## src/rtl/text_console_writer_assert.svh

```systemverilog
// Assertion macros shared by the console RTL.
`ifndef TEXT_CONSOLE_WRITER_ASSERT_SVH
`define TEXT_CONSOLE_WRITER_ASSERT_SVH

`ifndef NO_ASSERTIONS

`define TCW_ASSERT_IMPL(lbl, ck, rn, ante, cons) \
  lbl: assert property (@(posedge ck) disable iff (!rn) (ante) |-> (cons)) \
    else $error("tcw assertion failed");

`define TCW_ASSERT_NEXT(lbl, ck, rn, ante, cons) \
  lbl: assert property (@(posedge ck) disable iff (!rn) (ante) |=> (cons)) \
    else $error("tcw assertion failed");

`else

`define TCW_ASSERT_IMPL(lbl, ck, rn, ante, cons)

`define TCW_ASSERT_NEXT(lbl, ck, rn, ante, cons)

`endif

`endif

```

## src/rtl/tcw_pkg.sv

```systemverilog
package tcw_pkg;

  localparam int MODE_W = 2;
  localparam int CHAR_W = 8;
  localparam int IDX_W  = 11;
  localparam int LOC_W  = 11;
  localparam int CELL_W = 16;
  localparam int ATTR_W = 8;

  localparam logic [MODE_W-1:0] MODE_PUT   = 2'd0;
  localparam logic [MODE_W-1:0] MODE_CLEAR = 2'd1;
  localparam logic [MODE_W-1:0] MODE_READ  = 2'd2;

  localparam logic [CHAR_W-1:0] CH_BS         = 8'h08;
  localparam logic [CHAR_W-1:0] CH_TAB        = 8'h09;
  localparam logic [CHAR_W-1:0] CH_LF         = 8'h0A;
  localparam logic [CHAR_W-1:0] CH_CR         = 8'h0D;
  localparam logic [CHAR_W-1:0] CH_SPACE      = 8'h20;
  localparam logic [CHAR_W-1:0] CH_LAST_PRINT = 8'h7F;

  localparam int TAB_STEP = 8;

  localparam logic [ATTR_W-1:0] RESET_ATTR  = 8'h0F;
  localparam logic [CELL_W-1:0] RESET_BLANK = {RESET_ATTR, CH_SPACE};

  localparam int QUEUE_DEPTH = 2;

  typedef enum logic [2:0] {
    CMD_NOP,
    CMD_PRINT,
    CMD_BS,
    CMD_TAB,
    CMD_CR,
    CMD_LF,
    CMD_CLEAR,
    CMD_READ
  } cmd_kind_t;

  typedef struct packed {
    cmd_kind_t         kind;
    logic [CHAR_W-1:0] char_code;
    logic [IDX_W-1:0]  cell_index;
  } cmd_t;

  typedef enum logic [1:0] {
    ST_IDLE,
    ST_READ,
    ST_COPY,
    ST_FILL
  } back_state_t;

endpackage

```

## src/rtl/tcw_front.sv

```systemverilog
module tcw_front
  import tcw_pkg::*;
#(
  parameter int COLUMNS = 80,
  parameter int ROWS    = 25
) (
  input  logic              clk,
  input  logic              rst_n,
  input  logic              in_tvalid,
  output logic              in_tready,
  input  logic [23:0]       in_tdata,   // char_code[7:0], cell_index[18:8]
  input  logic [MODE_W-1:0] in_tuser,   // mode[1:0]
  input  logic              q_full,
  input  logic              init_busy,
  output logic              q_push,
  output cmd_t              q_cmd
);

  localparam int CELLS = COLUMNS * ROWS;

  logic [CHAR_W-1:0] ch;
  logic [IDX_W-1:0]  idx;
  logic              in_range;
  logic              printable;

  assign ch        = in_tdata[CHAR_W-1:0];
  assign idx       = in_tdata[CHAR_W +: IDX_W];
  assign in_range  = 32'(idx) < CELLS;
  assign printable = (ch >= CH_SPACE) && (ch <= CH_LAST_PRINT);

  assign in_tready = !q_full && !init_busy;
  assign q_push    = in_tvalid && in_tready;

  always_comb begin
    q_cmd.char_code  = ch;
    q_cmd.cell_index = idx;
    q_cmd.kind       = CMD_NOP;
    case (in_tuser)
      MODE_PUT: begin
        if (printable) begin
          q_cmd.kind = CMD_PRINT;
        end else begin
          case (ch)
            CH_BS:   q_cmd.kind = CMD_BS;
            CH_TAB:  q_cmd.kind = CMD_TAB;
            CH_CR:   q_cmd.kind = CMD_CR;
            CH_LF:   q_cmd.kind = CMD_LF;
            default: q_cmd.kind = CMD_NOP;
          endcase
        end
      end
      MODE_CLEAR: q_cmd.kind = CMD_CLEAR;
      MODE_READ:  q_cmd.kind = in_range ? CMD_READ : CMD_NOP;
      default:    q_cmd.kind = CMD_NOP;
    endcase
  end

endmodule

```

## config.mk

```make
export PLATFORM = sky130hd
export DESIGN_NAME = tcw_front
export DESIGN_NICKNAME = d
export VERILOG_FILES = /design/src/rtl/text_console_writer_assert.svh /design/src/rtl/tcw_pkg.sv /design/src/rtl/tcw_front.sv
export SDC_FILE = /design/constraint.sdc
export NUM_CORES = 1
export LEC_CHECK = 0
export BUFFER_PORTS_ARGS = -buffer_cell sky130_fd_sc_hd__buf_2
export CAP_MARGIN = 10
export CORE_AREA = 2 2 39 41
export DETAILED_ROUTE_END_ITERATION = 6
export DIE_AREA = 0 0 41 43
export GPL_TIMING_DRIVEN = 0
export PLACE_DENSITY = 0.69
export SLEW_MARGIN = 20
export SYNTH_ARGS = -nofsm -noshare
export SYNTH_HDL_FRONTEND = slang
export SYNTH_SLANG_ARGS = --single-unit
export TNS_END_PERCENT = 5
```

## constraint.sdc

```tcl
create_clock -name vclk -period 1.2
set_input_delay 0 -clock vclk [all_inputs]
set_output_delay 0 -clock vclk [all_outputs]
set_load 0.03 [all_outputs]
```

==> results.toml, run 1 <==
[setup_path]
critPathLaunchType = "primary input"
path_max_fanout = 3
cp-end-kind = "output port"
required_ps = 1200
crit_arrival_ps = 900
path_class = "in -> out"

[yosys]
synthTopCellsByArea = "buf_4 47%, o41ai_2 5.4%, a22oi_1 5.0%, nor2_1 3.7%, and3b_2 3.3%"
synth_top_area_share_pct = 47.30
synth_warnings = 0
synth.distinct_cells = 20
synth_area_leader_cell = "buf_4"
syn_area_um2 = 301.5
avgSynthCellArea_um2 = 7.355
yosysMostFrequentCell = "buf_4"
synthCells = 41
ys_seq_area_share_pct = 0
ys_top_cells_by_count = "19 x buf_4, 3 x nor2_1, 2 x a22oi_1"
syn_nets = 72

[grt]
grt_pass1_wl_mm = 1.035
antenna_found_initial = 0
grt_max_degree = 8
grt_pass1_vias = 314
grt_util_all_layers_pct = 7.592
grt-ovfl-total = 0

[floorplan]
start_util_pct = 21.79
die_h_um = 43
die_w_um = 41
rows = 14
dieArea_um2 = 1763
core_um2 = 1384
io_pins = 55

[layout]
ff_latch_area_um2 = 0
final_nets = 118
final_common_cell = "buf_2"
n_clock_buffer = 0
final_cell_mix = "44 x buf_2, 19 x buf_4, 3 x nor2_1"
syn_to_final_growth_pct = 79.67
drive_gt1_share_pct = 77.65
fin_util_pct = 39.15
seq_cell_count = 0
antennaDiodeCount = 0

[cts]
holdBufCountCts = 0
cts_resized = 0
post_cts_buffers = 0

[sta]
setup_viol = 0
post-route-period-util_pct = 74.63
final.setup.tns_ps = 0
clock.fmax_mhz = 1117
tightest_slew_ps = 294.4
grt_setup_unrepaired = "false"
slew_headroom_pct = 80.24
final_max_slew_viol_count = 0
final-hold-violation-count = 0
period_needed_ps = 895.6

[drt]
drc = 0
vias = 414
wire_per_inst_um = 7.554
wirelength_um = 763
routed_via_density = 4.099
drtPass1Iterations = 4
detail-route-antenna-nets = 0
first_iter_violations = 2

[power_and_ir_drop]
sw_frac_of_total_pct = 58.12
ir_drop_mv = 0.1293
power.share.sequential_pct = 0
power.internal_mw = 0.1078
p_leak_nw = 0.3199
power_density_nw_per_um2 = 475.3
p_sw_mw = 0.1496
clkPwrFrac_pct = 0
p_comb_share_pct = 100.0

[placed_design]
portBuffers = 44
dp_hpwl_um = 702.9
routabilityCongestion = 0.6723

[hold_path]
hp-class = "in -> out"
min_to = "q_cmd[2]"
hp-start = "in_tdata[10]"
hold_path_depth = 2

[run]
max_cap_viol_count = 0

[run_status]
status = "complete, no violations"
[area by class of cell]
cell class                 count  area (µm²)
timing repair buffer          44       220.2
multi-input combinational     21       155.1
inverter                       1       3.754
tap                           16       20.02
buffer                        19       142.6
fill                         153       842.1
[kinds of logic after synthesis]
logic type	share of synthesized area (%)
AOI/OAI and AO/OA	22.41
xor gates and xnor gates	2.905
buffers and inverters	48.55
and+or+nand+nor	26.15
[power by group through the flow]
stage	registers, mW	clock network (mW)	logic (mW)
floorplan	0	0	0.170
global route	0	0	0.277
finish	0	0	0.257
detailed placement	0	0	0.260
CTS	0	0	0.260
global placement	0	0	0.257
[per-layer routing]
| metal | track usage, % | share of wire (%) | vias to the layer above |
|---|---|---|---|
| li1 | - | - | 217 |
| met1 | 9.810 | 42 | 167 |
| met5 | 0 | 0 | - |
| met2 | 14.06 | 43 | 30 |
| met3 | 0 | 14 | 0 |
| met4 | 0 | 0 | 0 |
[worst max-delay path: stages]
cell and delay [ps]:
buf_2 100, and2b_1 230, a311oi_1 120, o41ai_2 200
buf_2 240
[how the worst max path moves through the flow]
stage	start	depth (start not counted)	slack [ps]	endpoint
finish	in_tdata[4]	5	300	q_cmd[19]
global route	in_tdata[13]	5	250	q_cmd[20]
CTS	in_tdata[4]	5	290	q_cmd[19]
detailed placement	in_tdata[4]	5	290	q_cmd[19]
global placement	in_tdata[4]	5	300	q_cmd[19]
floorplan	in_tdata[4]	3	280	q_cmd[19]
[per-stage QoR]
step / total power, mW / std cells / area (µm²) / worst slack, ps / hold slack [ps]
6_report: 0.2575 / 101 / 541.8 / 304.4 / 250.6
5_1_grt: 0.2774 / 101 / 541.8 / 245.9 / 257.7
4_1_cts: 0.2600 / 101 / 541.8 / 292.0 / 251.8
3_5_place_dp: 0.2595 / 101 / 541.8 / 290.7 / 251.8
2_1_floorplan: 0.1700 / 41 / 301.5 / 278.6 / 111.9
3_3_place_gp: 0.2567 / 101 / 541.8 / 298.3 / 250.9
Power figures use the tool's default switching activity.
==> inputs of run 2 (changes only) <==
==> constraint.sdc (replaced) <==
create_clock -name vclk -period 0.85
set_input_delay 0 -clock vclk [all_inputs]
set_output_delay 0 -clock vclk [all_outputs]
set_load 0.03 [all_outputs]
==> run 2 against run 1 <==
- the run now ends with setup timing left
- count of clock-buffer cells in the layout stayed put
- final area is 14% higher
- final cell count stayed put
- critical endpoint unchanged
- non-clock buffer count stayed put
- setup slack worse by 340 ps
- sequential cell count stayed put
- worst hold slack worse by 1.2 ps
- global-route usage is 0.90 points higher
- critical path type unchanged
- wire length is 9.8% higher
==> results.toml, run 2 (synthesized netlist as in run 1, its figures left out) <==
[run_status]
status = "finished, violations left"
failed_checks = "setup timing"

[layout]
fin_util_pct = 44.76
stdcell_count = 101
antennaDiodeCount = 0
drive_gt1_share_pct = 81.18
n_clock_buffer = 0
syn_to_final_growth_pct = 105.4
seq_cell_count = 0
ff_latch_area_um2 = 0
final_cell_mix = "37 x buf_2, 23 x buf_4, 3 x nor2_1, 3 x buf_6, 2 x a22oi_1"
final_nets = 118
final_common_cell = "buf_2"

[cts]
holdBufCountCts = 0
post_cts_buffers = 0

[drt]
first_iter_violations = 3
drc = 0
wirelength_um = 838
routed_via_density = 4.317
wire_per_inst_um = 8.297
drtPass1Iterations = 4
vias = 436
detail-route-antenna-nets = 0

[sta]
slew_headroom_pct = 79.19
post-route-period-util_pct = 103.7
fin_ws_ps = -31.51
grt_setup_unrepaired = "true"
clock.fmax_mhz = 1134
tightest_slew_ps = 308.9
setup_viol = 1
period_needed_ps = 881.5
final.setup.tns_ps = -31.51
final_max_slew_viol_count = 0
final-hold-violation-count = 0

[floorplan]
core_um2 = 1384
die_w_um = 41
io_pins = 55
rows = 14
die_h_um = 43
dieArea_um2 = 1763
start_util_pct = 21.79

[grt]
grt-ovfl-total = 0
grt_util_all_layers_pct = 8.492
antenna_found_initial = 0
grt_max_degree = 8
grt_pass1_vias = 342
grt_pass1_wl_mm = 1.131

[setup_path]
required_ps = 850
path_class = "in -> out"
critPathLaunchType = "primary input"
crit_arrival_ps = 880
path_max_fanout = 3
cp-end-kind = "output port"

[power_and_ir_drop]
ir_drop_mv = 0.1939
finalPower_mw = 0.4115
power_density_nw_per_um2 = 664.4
p_leak_nw = 0.3410

[placed_design]
dp_hpwl_um = 765.5
pre_cts_ws_ps = -175.6
routabilityCongestion = 0.6363
place_inst = 101
portBuffers = 44

[hold_path]
hp-class = "in -> out"

[run]
max_cap_viol_count = 0
## run 2: cell counts in the layout (fill, tap and decap cells not counted)
No cell type changed its count.
## run 2: worst paths after layout
path | start | endpoint | slack, ps | cells after the start
worst min-delay path | in_tdata[10] | q_cmd[2] | 250 | 2
worst max-delay path | in_tdata[3] | q_cmd[19] | -30 | 5
## run 2: worst max-delay path, cell delays in order
cell      delay (ps)
buf_6             90
and2b_2          220
a311oi_4         300
o41ai_4           80
buf_4            180
## run 2: timing repair
action,4_1_cts,5_1_grt
resized for setup,4,8
setup endpoints to repair,3,3
cloned,0,0
pin swaps,1,4
hold endpoints to repair,0,0
## run 2: area by class of cell
class              instances  area, µm²
plain buffers             19      142.6
multi-input cells         21      203.9
well taps                 16      20.02
inverters                  1      3.754
fillers                  141      764.5
repair buffers            44      249.0
## run 2: through the flow
step	hold WS (ps)	area (µm²)
global placement	251.1	553.0
floorplan	101.3	312.8
finish	249.4	619.3
global route	259.4	619.3
detailed placement	250.7	553.0
CTS	250.7	566.8
## run 2: routing by layer
metal  vias to the layer above  wire length [µm]  global-route usage, %  share of wire, %
met5                         -                 0                      0                 0
met4                         0                 0                      0                 0
met3                         0               111                 0.5236                13
met2                        30               435                  17.19                52
met1                       187               290                  9.177                35
li1                        219                 -                      -                 -
## run 2: report_power, final
part	internal (mW)	switching [mW]
Clock	0	0
Combinational	0.180	0.231
Sequential	0	0
Total	0.180	0.231
