[config.mk]
export PLATFORM = sky130hd
export DESIGN_NAME = tcw_fifo
export DESIGN_NICKNAME = d
export VERILOG_FILES = /design/src/rtl/tcw_pkg.sv /design/src/rtl/tcw_fifo.sv
export VERILOG_INCLUDE_DIRS = /design/src /design/src/rtl
export SDC_FILE = /design/constraint.sdc
export NUM_CORES = 1
export LEC_CHECK = 0
export ABC_AREA = 1
export BUFFER_PORTS_ARGS = -buffer_cell sky130_fd_sc_hd__buf_2
export CAP_MARGIN = 20
export CORE_UTILIZATION = 50
export DETAILED_ROUTE_END_ITERATION = 8
export HOLD_SLACK_MARGIN = 0.12
export PLACE_DENSITY_LB_ADDON = 0.3
export RECOVER_POWER = 100
export SLEW_MARGIN = 10
export SYNTH_ARGS = -nofsm -noshare
export SYNTH_HDL_FRONTEND = slang
export SYNTH_SLANG_ARGS = --single-unit
[constraint.sdc]
create_clock -name clk -period 2.7 [get_ports clk]
set_input_delay 0.135 -clock clk [delete_from_list [all_inputs] [get_ports clk]]
set_output_delay 0.135 -clock clk [all_outputs]
set_load 0.02 [all_outputs]
[src/rtl/text_console_writer_assert.svh]
// Assertion macros shared by the console RTL.
`ifndef TEXT_CONSOLE_WRITER_ASSERT_SVH
`define TEXT_CONSOLE_WRITER_ASSERT_SVH

`ifndef NO_ASSERTIONS

`define TCW_ASSERT_IMPL(lbl, ck, rn, ante, cons) \
  lbl: assert property (@(posedge ck) disable iff (!rn) (ante) |-> (cons)) \
    else $error("tcw assertion failed");

`define TCW_ASSERT_NEXT(lbl, ck, rn, ante, cons) \
  lbl: assert property (@(posedge ck) disable iff (!rn) (ante) |=> (cons)) \
    else $error("tcw assertion failed");

`else

`define TCW_ASSERT_IMPL(lbl, ck, rn, ante, cons)

`define TCW_ASSERT_NEXT(lbl, ck, rn, ante, cons)

`endif

`endif

[src/rtl/tcw_pkg.sv]
package tcw_pkg;

  localparam int MODE_W = 2;
  localparam int CHAR_W = 8;
  localparam int IDX_W  = 11;
  localparam int LOC_W  = 11;
  localparam int CELL_W = 16;
  localparam int ATTR_W = 8;

  localparam logic [MODE_W-1:0] MODE_PUT   = 2'd0;
  localparam logic [MODE_W-1:0] MODE_CLEAR = 2'd1;
  localparam logic [MODE_W-1:0] MODE_READ  = 2'd2;

  localparam logic [CHAR_W-1:0] CH_BS         = 8'h08;
  localparam logic [CHAR_W-1:0] CH_TAB        = 8'h09;
  localparam logic [CHAR_W-1:0] CH_LF         = 8'h0A;
  localparam logic [CHAR_W-1:0] CH_CR         = 8'h0D;
  localparam logic [CHAR_W-1:0] CH_SPACE      = 8'h20;
  localparam logic [CHAR_W-1:0] CH_LAST_PRINT = 8'h7F;

  localparam int TAB_STEP = 8;

  localparam logic [ATTR_W-1:0] RESET_ATTR  = 8'h0F;
  localparam logic [CELL_W-1:0] RESET_BLANK = {RESET_ATTR, CH_SPACE};

  localparam int QUEUE_DEPTH = 2;

  typedef enum logic [2:0] {
    CMD_NOP,
    CMD_PRINT,
    CMD_BS,
    CMD_TAB,
    CMD_CR,
    CMD_LF,
    CMD_CLEAR,
    CMD_READ
  } cmd_kind_t;

  typedef struct packed {
    cmd_kind_t         kind;
    logic [CHAR_W-1:0] char_code;
    logic [IDX_W-1:0]  cell_index;
  } cmd_t;

  typedef enum logic [1:0] {
    ST_IDLE,
    ST_READ,
    ST_COPY,
    ST_FILL
  } back_state_t;

endpackage

[src/rtl/tcw_fifo.sv]
`include "text_console_writer_assert.svh"

module tcw_fifo
  import tcw_pkg::*;
(
  input  logic clk,
  input  logic rst_n,
  input  logic push,
  input  cmd_t push_cmd,
  output logic full,
  input  logic pop,
  output logic valid,
  output cmd_t pop_cmd
);

  localparam int PTR_W = $clog2(QUEUE_DEPTH);
  localparam int CNT_W = $clog2(QUEUE_DEPTH + 1);

  cmd_t             entry_r [QUEUE_DEPTH];
  logic [PTR_W-1:0] wr_ptr_r;
  logic [PTR_W-1:0] rd_ptr_r;
  logic [CNT_W-1:0] count_r;
  logic [PTR_W-1:0] wr_ptr_nxt;
  logic [PTR_W-1:0] rd_ptr_nxt;
  logic [CNT_W-1:0] count_nxt;

  assign full    = count_r == CNT_W'(QUEUE_DEPTH);
  assign valid   = count_r != '0;
  assign pop_cmd = entry_r[rd_ptr_r];

  always_comb begin
    wr_ptr_nxt = push ? wr_ptr_r + 1'b1 : wr_ptr_r;
    rd_ptr_nxt = pop ? rd_ptr_r + 1'b1 : rd_ptr_r;
    count_nxt  = count_r;
    if (push && !pop) begin
      count_nxt = count_r + 1'b1;
    end else if (pop && !push) begin
      count_nxt = count_r - 1'b1;
    end
  end

  always_ff @(posedge clk) begin
    if (!rst_n) begin
      wr_ptr_r <= '0;
      rd_ptr_r <= '0;
      count_r  <= '0;
    end else begin
      wr_ptr_r <= wr_ptr_nxt;
      rd_ptr_r <= rd_ptr_nxt;
      count_r  <= count_nxt;
    end
  end

  always_ff @(posedge clk) begin
    if (push) begin
      entry_r[wr_ptr_r] <= push_cmd;
    end
  end

  `TCW_ASSERT_IMPL(a_no_overflow, clk, rst_n, push, !full)
  `TCW_ASSERT_IMPL(a_no_underflow, clk, rst_n, pop, valid)
  `TCW_ASSERT_IMPL(a_count_range, clk, rst_n, 1'b1, count_r <= CNT_W'(QUEUE_DEPTH))
  `TCW_ASSERT_NEXT(a_push_fills, clk, rst_n, push && !pop, valid)

endmodule

==> results.txt, run 1 <==
TNS Setup: 0 ps
max-cap violations: 0
TritonCTS Buffers: 5
Synth Warn #: 0
pins over their slew limit: 0
XOR/XNOR Fraction of Synth Area: 0%
Avg WL per Cell: 13.6 µm
Post-synth top cells: edfxtp_1, mux2_2, nand2_1
Post-synth EDFFs: 44
port bufs: 49
clk slew on worst S/H paths: 120 ps
synthesis-stage register bit count: 49
DR vias: 1,083
Hold Path Depth: 3
status: finished clean
vias in the first global route: 1,131
Routed Antenna Nets: 0
FMAX: 0.518 GHz
layout net count: 212
Synth Cell Area: 1820 µm²
Hold/Removal Path Class: in -> reg
die height: 62.3 µm
Sequential cell area: 1420 µm²
die area: 3880 µm²
Critical Path RT: 2570 ps
hold wc startpoint: push
synth-to-layout area growth: 30.4%
I/O pins: 50
via-per-instance ratio: 4.67
gr ovfl total: 0
dpl cell area: 2120 µm²
die width: 62.3 µm
unique cell type count in the Yosys netlist: 12
GR Util All Layers: 18.1%
crit path launch type: flip-flop
Filler Cell Count: 273
Multi-input gate area: 345 µm²
Syn Area/Cell: 17.7 µm²
type of destination of the critical path: output pin
largest family of logic cells by synthesized area: multiplexers
Max rail drop VDD: 0.362 mV
Clock Latency Late Sink: 350 ps
Hold Crit Endpoint: count_r[0]
Final Hold Vio Count: 0
relative slew slack: 43.4%
Reg2Reg Depth: 2
area leader, netlist: edfxtp_1
min Tclk post-route: 1930 ps
register area share after synthesis: 78.1%
Worst R2R Setup Slack: 770 ps
Final Util: 69.5%
Clock Path Buffers: 2
first-pass GRT wire length: 5150 µm
Finish-stage setup viols: 0
CTS tree: done
Synth Area in Adders: 0.688%
FF-to-FF End: entry_r[0][15]
Synth top area share: 72.6%
Top FF cell, synth: edfxtp_1
Iter 0 DRT Violations: 25
First-pass DRT Iterations: 4
crit path kind: reg -> out
synth top area cells: edfxtp_1, mux2_2, dfxtp_1
unrepaired setup endpoints after global routing: no
core area: 3420 µm²
Detailed Place HPWL: 1980 µm
most frequent cell after synthesis: edfxtp_1
clk sinks: 49
initial antenna violation count: 0
worst path arrival time: 1790 ps
Initial Utilization: 53.3%
skew final: 11.3 ps
Routability Congestion: 0.651
async set or reset register ratio after synthesis: 0%
final routed DRC violation total: 0
period utilisation layout: 71.5%
detailed-route wire length: 3150 µm
Std-Cell Rows: 21
clk root buf: clkbuf_4
post-layout instance area: 2370 µm²
Worst R2R Start: wr_ptr_r
Worst-Margin Slew: 849 ps
Synth Instances: 103
CTS H-tree depth: 2
ratio of cells with drive above 1 in the final layout: 21.0%
compound-cell area share of the yosys netlist: 0.550%
cell area power density: 590 nW/µm²
leakage: 0.863 nW
ant diodes: 0
largest net degree at the start of global routing: 23
crit path max fanout: 14
Post-Synth Simple-Gate Area: 4.13%
syn nets: 130
post-synthesis mux area share: 13.6%
## stage by stage
| stage | cells | hold WS [ps] | power, mW | setup WS (ps) |
|---|---|---|---|---|
| after detailed placement | 198 | 327 | 1.09 | 1180 |
| after global routing | 232 | 183 | 1.46 | 585 |
| final | 232 | 175 | 1.40 | 771 |
| after floorplan | 103 | 234 | 1.02 | 1030 |
| after CTS | 232 | 157 | 1.43 | 754 |
| after global placement | 198 | 323 | 1.08 | 1220 |
## critical path: stages (launching register included)
cell and delay (ps):
dfxtp_1 580, buf_4 310, mux2_2 380, clkbuf_1 180
## layout make-up
class | instances | area share (%)
clock buffers | 7 | 1.90
clock inverters | 1 | 0.211
inverters | 8 | 1.27
multi-input cells | 44 | 14.6
flip-flops and latches | 49 | 59.9
well taps | 46 | 2.43
repair buffers | 77 | 19.7
## routing by layer
metal / GRT usage, % / routed length (µm)
met1: 19.8 / 1210
met4: 8.14 / 80
met3: 6.25 / 131
met2: 31.5 / 1740
met5: 0 / 0
## placed cells by master, fill, tap and decap left out, drive strengths merged, types with 5 or more instances in the layout
cell type,Yosys,layout
mux2,22,22
clkbuf,0,47
nand2,9,9
inv,8,8
buf,2,11
edfxtp,44,44
dfxtp,5,5
dlygate4sd3,0,26
nor2,8,8
## power breakdown
part / leakage [nW] / switching (mW) / internal [mW]
Sequential: 0.455 / 0.0145 / 0.872
Combinational: 0.379 / 0.117 / 0.0873
Clock: 0.0293 / 0.207 / 0.102
## sequential cells by signal (all words and copies together), names as in the netlist, named ones only
signal    count
entry_r      44
count_r       2
rd_ptr_r      1
wr_ptr_r      1
## cells by family (layout without fill, tap and decap cells)
family	after synthesis	in the layout
fa+ha+maj	1	1
mux	22	22
buf+inv	10	93
compound gates	2	2
simple gates	19	19
flops	49	49
## timing repair
item                                   4_1_cts  5_1_grt
setup buffers                                0        0
endpoints found under the hold margin       49        0
hold buffers                                26        0
gates resized for setup                      0        0
## worst max path at each step
stage	to	slack, ps	depth (start not counted)
2_1_floorplan	entry_r[0][0]	1030	1
3_3_place_gp	pop_cmd[20]	1220	3
3_5_place_dp	pop_cmd[20]	1180	3
4_1_cts	pop_cmd[20]	750	3
5_1_grt	entry_r[0][11]	590	2
6_report	pop_cmd[20]	770	3
No activity file was read; power rests on OpenSTA's default activity.
==> run 2: changes to the inputs <==
- ABC_AREA: 1 -> 0
- clock period: 2.7 -> 1.8 ns (I/O delays scaled with it)
==> run 2 against run 1 <==
  * Critical path depth unchanged
  * Synthesized area decreased by 1.0%
  * Largest power group unchanged
  * Highest routed layer unchanged
  * Synthesized cell count decreased by 13%
  * Non-clock buffer count increased by 1
==> results.txt, run 2 <==
Iter 0 DRT Violations: 10
First-pass DRT Iterations: 3
Clock Latency Late Sink: 350 ps
Max rail drop VDD: 0.622 mV
min Tclk post-route: 1690 ps
period utilisation layout: 93.7%
Filler Cell Count: 252
DR vias: 1,031
vias in the first global route: 1,026
Avg WL per Cell: 13.6 µm
crit path max fanout: 10
core area: 3390 µm²
Critical Path RT: 1710 ps
Routability Congestion: 0.737
port bufs: 49
final routed DRC violation total: 0
first-pass GRT wire length: 4410 µm
ratio of cells with drive above 1 in the final layout: 39.7%
relative slew slack: 62.6%
Hold/Removal Path Class: in -> reg
area leader, netlist: edfxtp_1
async set or reset register ratio after synthesis: 0%
placed cells: 187
Synth Instances: 90
crit path kind: reg -> out
synth-to-layout area growth: 33.7%
I/O pins: 50
Multi-input gate area: 365 µm²
leading cell type in the layout, fill and taps excluded: edfxtp_1
skew final: 7.03 ps
Post-synth EDFFs: 44
TNS Setup: 0 ps
largest net degree at the start of global routing: 23
via-per-instance ratio: 4.69
Synth Warn #: 0
die width: 62.0 µm
Post-synth top cells: edfxtp_1, mux2_2, dfxtp_1
Clock Path Buffers: 2
unique cell type count in the Yosys netlist: 16
max incr delay on CP: 490 ps
die area: 3840 µm²
Worst R2R Start: wr_ptr_r
initial antenna violation count: 0
detailed-route wire length: 2990 µm
register area share after synthesis: 78.9%
hold wc startpoint: push
max reg flops: 44
Reg2Reg Depth: 2
crit path launch type: flip-flop
type of destination of the critical path: output pin
Resize count post-CTS: 0
Routed Antenna Nets: 0
Worst R2R Setup Slack: 260 ps
Top FF cell, synth: edfxtp_1
gr ovfl total: 0
leakage: 0.904 nW
clk slew on worst S/H paths: 140 ps
clk root buf: clkbuf_4
most flop-heavy register: entry_r
worst path arrival time: 1600 ps
most frequent cell after synthesis: edfxtp_1
max-cap violations: 0
TritonCTS Buffers: 5
synth top area cells: edfxtp_1, mux2_2, dfxtp_1
clk sinks: 49
CTS H-tree depth: 2
pins over their slew limit: 0
cell area power density: 904 nW/µm²
Initial Utilization: 53.1%
unrepaired setup endpoints after global routing: no
CTS tree: done
Std-Cell Rows: 21
Non-Filler Instances: 220
Regs by FF count: entry_r (44), count_r (2)
die height: 62.0 µm
ant diodes: 0
Hold Crit Endpoint: entry_r[0][9]
FMAX: 0.593 GHz
Worst-Margin Slew: 562 ps
most frequent cells in the layout: edfxtp_1, dlygate4sd3_1, mux2_2
synthesis-stage register bit count: 49
Detailed Place HPWL: 1910 µm
syn nets: 117
Final Hold Vio Count: 0
Hold Path Depth: 2
CP max stage cell: dfxtp_1
layout net count: 200
Finish-stage setup viols: 0
status: finished clean
Synth top area share: 73.4%
Sequential cell area: 1420 µm²
Synth Cell Area: 1800 µm²
FF-to-FF End: entry_r[0][5]
Syn Area/Cell: 20.0 µm²
GR Util All Layers: 17.2%
worst-path cell chain: buf_4 -> mux2_2 -> clkbuf_2
==> run 2: cell count changes after synthesis, sizes merged, moves of 2 or more <==
cell	change
nor2	-8
and2	+4
xor2	+2
nor2b	+2
nand2	-9
inv	-7
==> run 2: worst max-delay path, delay by kind of cell (launching register included) <==
kind	cells	cell delay [ps]
buffers and inverters	2	410
DFF	1	490
muxes	1	360
==> run 2: how the worst max path moves through the flow <==
stage	from	slack, ps	cells past startpoint	end
final	flip-flop	110	3	pop_cmd[8]
after detailed placement	flip-flop	490	3	pop_cmd[8]
after global placement	flip-flop	520	3	pop_cmd[8]
after floorplan	wr_ptr_r	60	1	entry_r[0][0]
after global routing	flip-flop	20	3	pop_cmd[1]
after CTS	flip-flop	70	3	pop_cmd[8]
==> run 2: logic make-up (layout without fill, tap and decap cells) <==
logic type               Yosys count  after routing  synth area share, %
AND/OR/NAND/NOR                    9              9                 3.27
buffers and inverters              3             87                0.764
AO/OA/AOI/OAI                      3              3                 1.11
adder cells (fa/ha/maj)            1              1                0.695
multiplexers                      22             22                 13.8
flip-flops                        49             49                 78.9
XOR/XNOR                           3              3                 1.46
==> run 2: area by class of cell <==
| cell class | instances | share of cell area, % |
|---|---|---|
| tap | 46 | 2.39 |
| clock buffer | 5 | 1.56 |
| sequential | 49 | 59.0 |
| clock inverter | 3 | 0.884 |
| multi-input combinational | 38 | 15.2 |
| inverter | 1 | 0.156 |
| timing repair buffer | 78 | 20.8 |
==> run 2: layer usage <==
| layer | track usage, % | part of all wire, % | up-vias |
|---|---|---|---|
| li1 | - | - | 507 |
| met5 | 0 | 0 | - |
| met2 | 30.5 | 53 | 27 |
| met4 | 8.57 | 1.4 | 0 |
| met3 | 4.97 | 4.2 | 5 |
| met1 | 18.8 | 41 | 492 |
==> run 2: per-stage QoR <==
step	power, mW	setup WS (ps)	utilization [%]	instance area [µm²]	hold WS [ps]
after floorplan	1.56	55.4	-	1800	189
after detailed placement	1.68	493	62.7	2130	281
after CTS	2.21	67.7	71.8	2430	209
after global routing	2.27	17.6	71.0	2410	228
after global placement	1.67	516	62.7	2130	278
final	2.18	113	71.0	2410	236
==> run 2: what timing repair did <==
| action | CTS | global route |
|---|---|---|
| endpoints found under the hold margin | 49 | 0 |
| setup buffers | 0 | 0 |
| hold buffers | 25 | 0 |
==> run 2: report_power, final <==
group          internal (mW)  leakage, nW  switching (mW)  total (mW)
logic                  0.166        0.418           0.186       0.352
registers               1.31        0.455          0.0246        1.33
clock network          0.155       0.0316           0.335       0.490
total                   1.63        0.904           0.546        2.18
==> run 3: changes to the inputs <==
- ABC_CLOCK_PERIOD_IN_PS: default -> 1800
- SETUP_SLACK_MARGIN: default -> 0.3
==> run 3 against run 2 <==
  * Critical path depth did not move
  * Global-route usage up 0.39 points
  * Hold slack better by 210 ps
  * Die area unchanged
  * Via count increased by 0.48%
  * Largest cell class unchanged
  * Largest power group unchanged
  * Highest routed layer unchanged
==> results.txt, run 3 (synthesis results as in run 2) <==
CP max stage cell: dfxtp_1
crit path kind: reg -> out
Final Hold Vio Count: 0
final routed DRC violation total: 0
Clock Latency Late Sink: 360 ps
CTS H-tree depth: 2
skew final: 24.3 ps
Std-Cell Rows: 21
clk root buf: clkbuf_4
TNS Setup: 0 ps
Initial Utilization: 53.1%
crit path launch type: flip-flop
final setup margin: 259 ps
Reg2Reg Depth: 2
max-cap violations: 0
Max rail drop VDD: 0.657 mV
Multi-input gate area: 365 µm²
Hold/Removal Path Class: in -> reg
detailed-route wire length: 3130 µm
most flop-heavy register: entry_r
largest net degree at the start of global routing: 23
initial antenna violation count: 0
Clock Path Buffers: 2
FF-to-FF End: entry_r[0][1]
CP top delay family: flip-flops
dpl cell area: 2130 µm²
max incr delay on CP: 410 ps
FMAX: 0.649 GHz
unrepaired setup endpoints after global routing: yes
post-layout instance area: 2410 µm²
min Tclk post-route: 1540 ps
Avg WL per Cell: 14.1 µm
TritonCTS Buffers: 5
Worst R2R Setup Slack: 450 ps
core area: 3390 µm²
layout net count: 202
pins over their slew limit: 0
Final Util: 71.2%
Worst path depth: 3
synth-to-layout area growth: 34.1%
Routed Antenna Nets: 0
worst path arrival time: 1450 ps
period utilisation layout: 85.6%
crit path max fanout: 9
max reg flops: 44
Detailed Place HPWL: 1960 µm
Worst-Margin Slew: 564 ps
die width: 62.0 µm
clk sinks: 49
Regs by FF count: entry_r (44), count_r (2)
Critical Path RT: 1710 ps
Post-CTS Repair Setup Buffers: 0
Sequential cell area: 1420 µm²
Worst R2R Start: wr_ptr_r
first-pass GRT wire length: 4490 µm
vias in the first global route: 1,020
GR Util All Layers: 17.6%
Finish-stage setup viols: 0
DR vias: 1,036
die area: 3840 µm²
type of destination of the critical path: output pin
die height: 62.0 µm
Power, Total: 2.21 mW
most frequent cells in the layout: edfxtp_1, clkbuf_1, dlygate4sd3_1
status: finished clean
Iter 0 DRT Violations: 30
ant diodes: 0
worst-path cell chain: buf_6 -> mux2_2 -> clkbuf_1
cell area power density: 914 nW/µm²
port bufs: 49
CTS tree: done
First-pass DRT Iterations: 4
gr ovfl total: 0
CP bufs+invs: 2
Place WS: 647 ps
Filler Cell Count: 250
clk slew on worst S/H paths: 140 ps
leading cell type in the layout, fill and taps excluded: edfxtp_1
leakage: 0.863 nW
ratio of cells with drive above 1 in the final layout: 29.0%
Routability Congestion: 0.647
crit path capture: pop_cmd[2]
I/O pins: 50
relative slew slack: 62.4%
via-per-instance ratio: 4.67
## run 3: cell types whose count changed in the layout (fill, tap and decap cells not counted), sizes merged
cell      delta
clkinvlp     -1
inv          -1
clkbuf       +5
buf          -2
clkinv       +1
## run 3: repair_timing
action | 4_1_cts | 5_1_grt
gates cloned | 0 | 1
hold buffers | 25 | 0
gates resized for setup | 1 | 5
endpoints found under the hold margin | 49 | 0
setup endpoints to repair | 13 | 22
## run 3: stage by stage
stage,hold slack [ps],cells
after CTS,427,221
after floorplan,189,90
after detailed placement,281,188
after global routing,425,222
final,445,222
after global placement,279,188
## run 3: metal layers
metal / up-vias / share of wire, % / GRT usage (%)
li1: 512 / - / -
met1: 491 / 39 / 18.3
met2: 29 / 55 / 31.8
met3: 4 / 4.4 / 6.42
met4: 0 / 1.2 / 7.62
met5: - / 0 / 0
## run 3: worst min-delay path by stage
stage                 startpoint             end  slack, ps  depth (start not counted)
global route        push_cmd[21]  entry_r[0][21]        430                          2
detailed placement   push_cmd[9]   entry_r[1][9]        280                          1
CTS                  push_cmd[9]   entry_r[1][9]        430                          2
floorplan            push_cmd[0]   entry_r[0][0]        190                          0
finish               push_cmd[9]   entry_r[1][9]        450                          2
global placement     push_cmd[5]   entry_r[1][5]        280                          1
## run 3: area by class of cell
| class | count | share of cell area (%) |
|---|---|---|
| flip-flops and latches | 49 | 58.9 |
| repair buffers | 80 | 20.7 |
| multi-input cells | 38 | 15.1 |
| well taps | 46 | 2.38 |
| clock buffers | 6 | 2.13 |
| clock inverters | 2 | 0.570 |
| inverters | 1 | 0.156 |
## run 3: worst reg2reg max path, cell delays in order (launching register included)
cell and delay, ps:
dfxtp_1 340, nor2b_1 420, buf_4 290
## run 3: power by group
group | internal [mW] | leakage, nW | switching, mW | total (mW)
Combinational | 0.165 | 0.370 | 0.192 | 0.357
Clock | 0.191 | 0.0382 | 0.328 | 0.519
Sequential | 1.31 | 0.455 | 0.0225 | 1.33
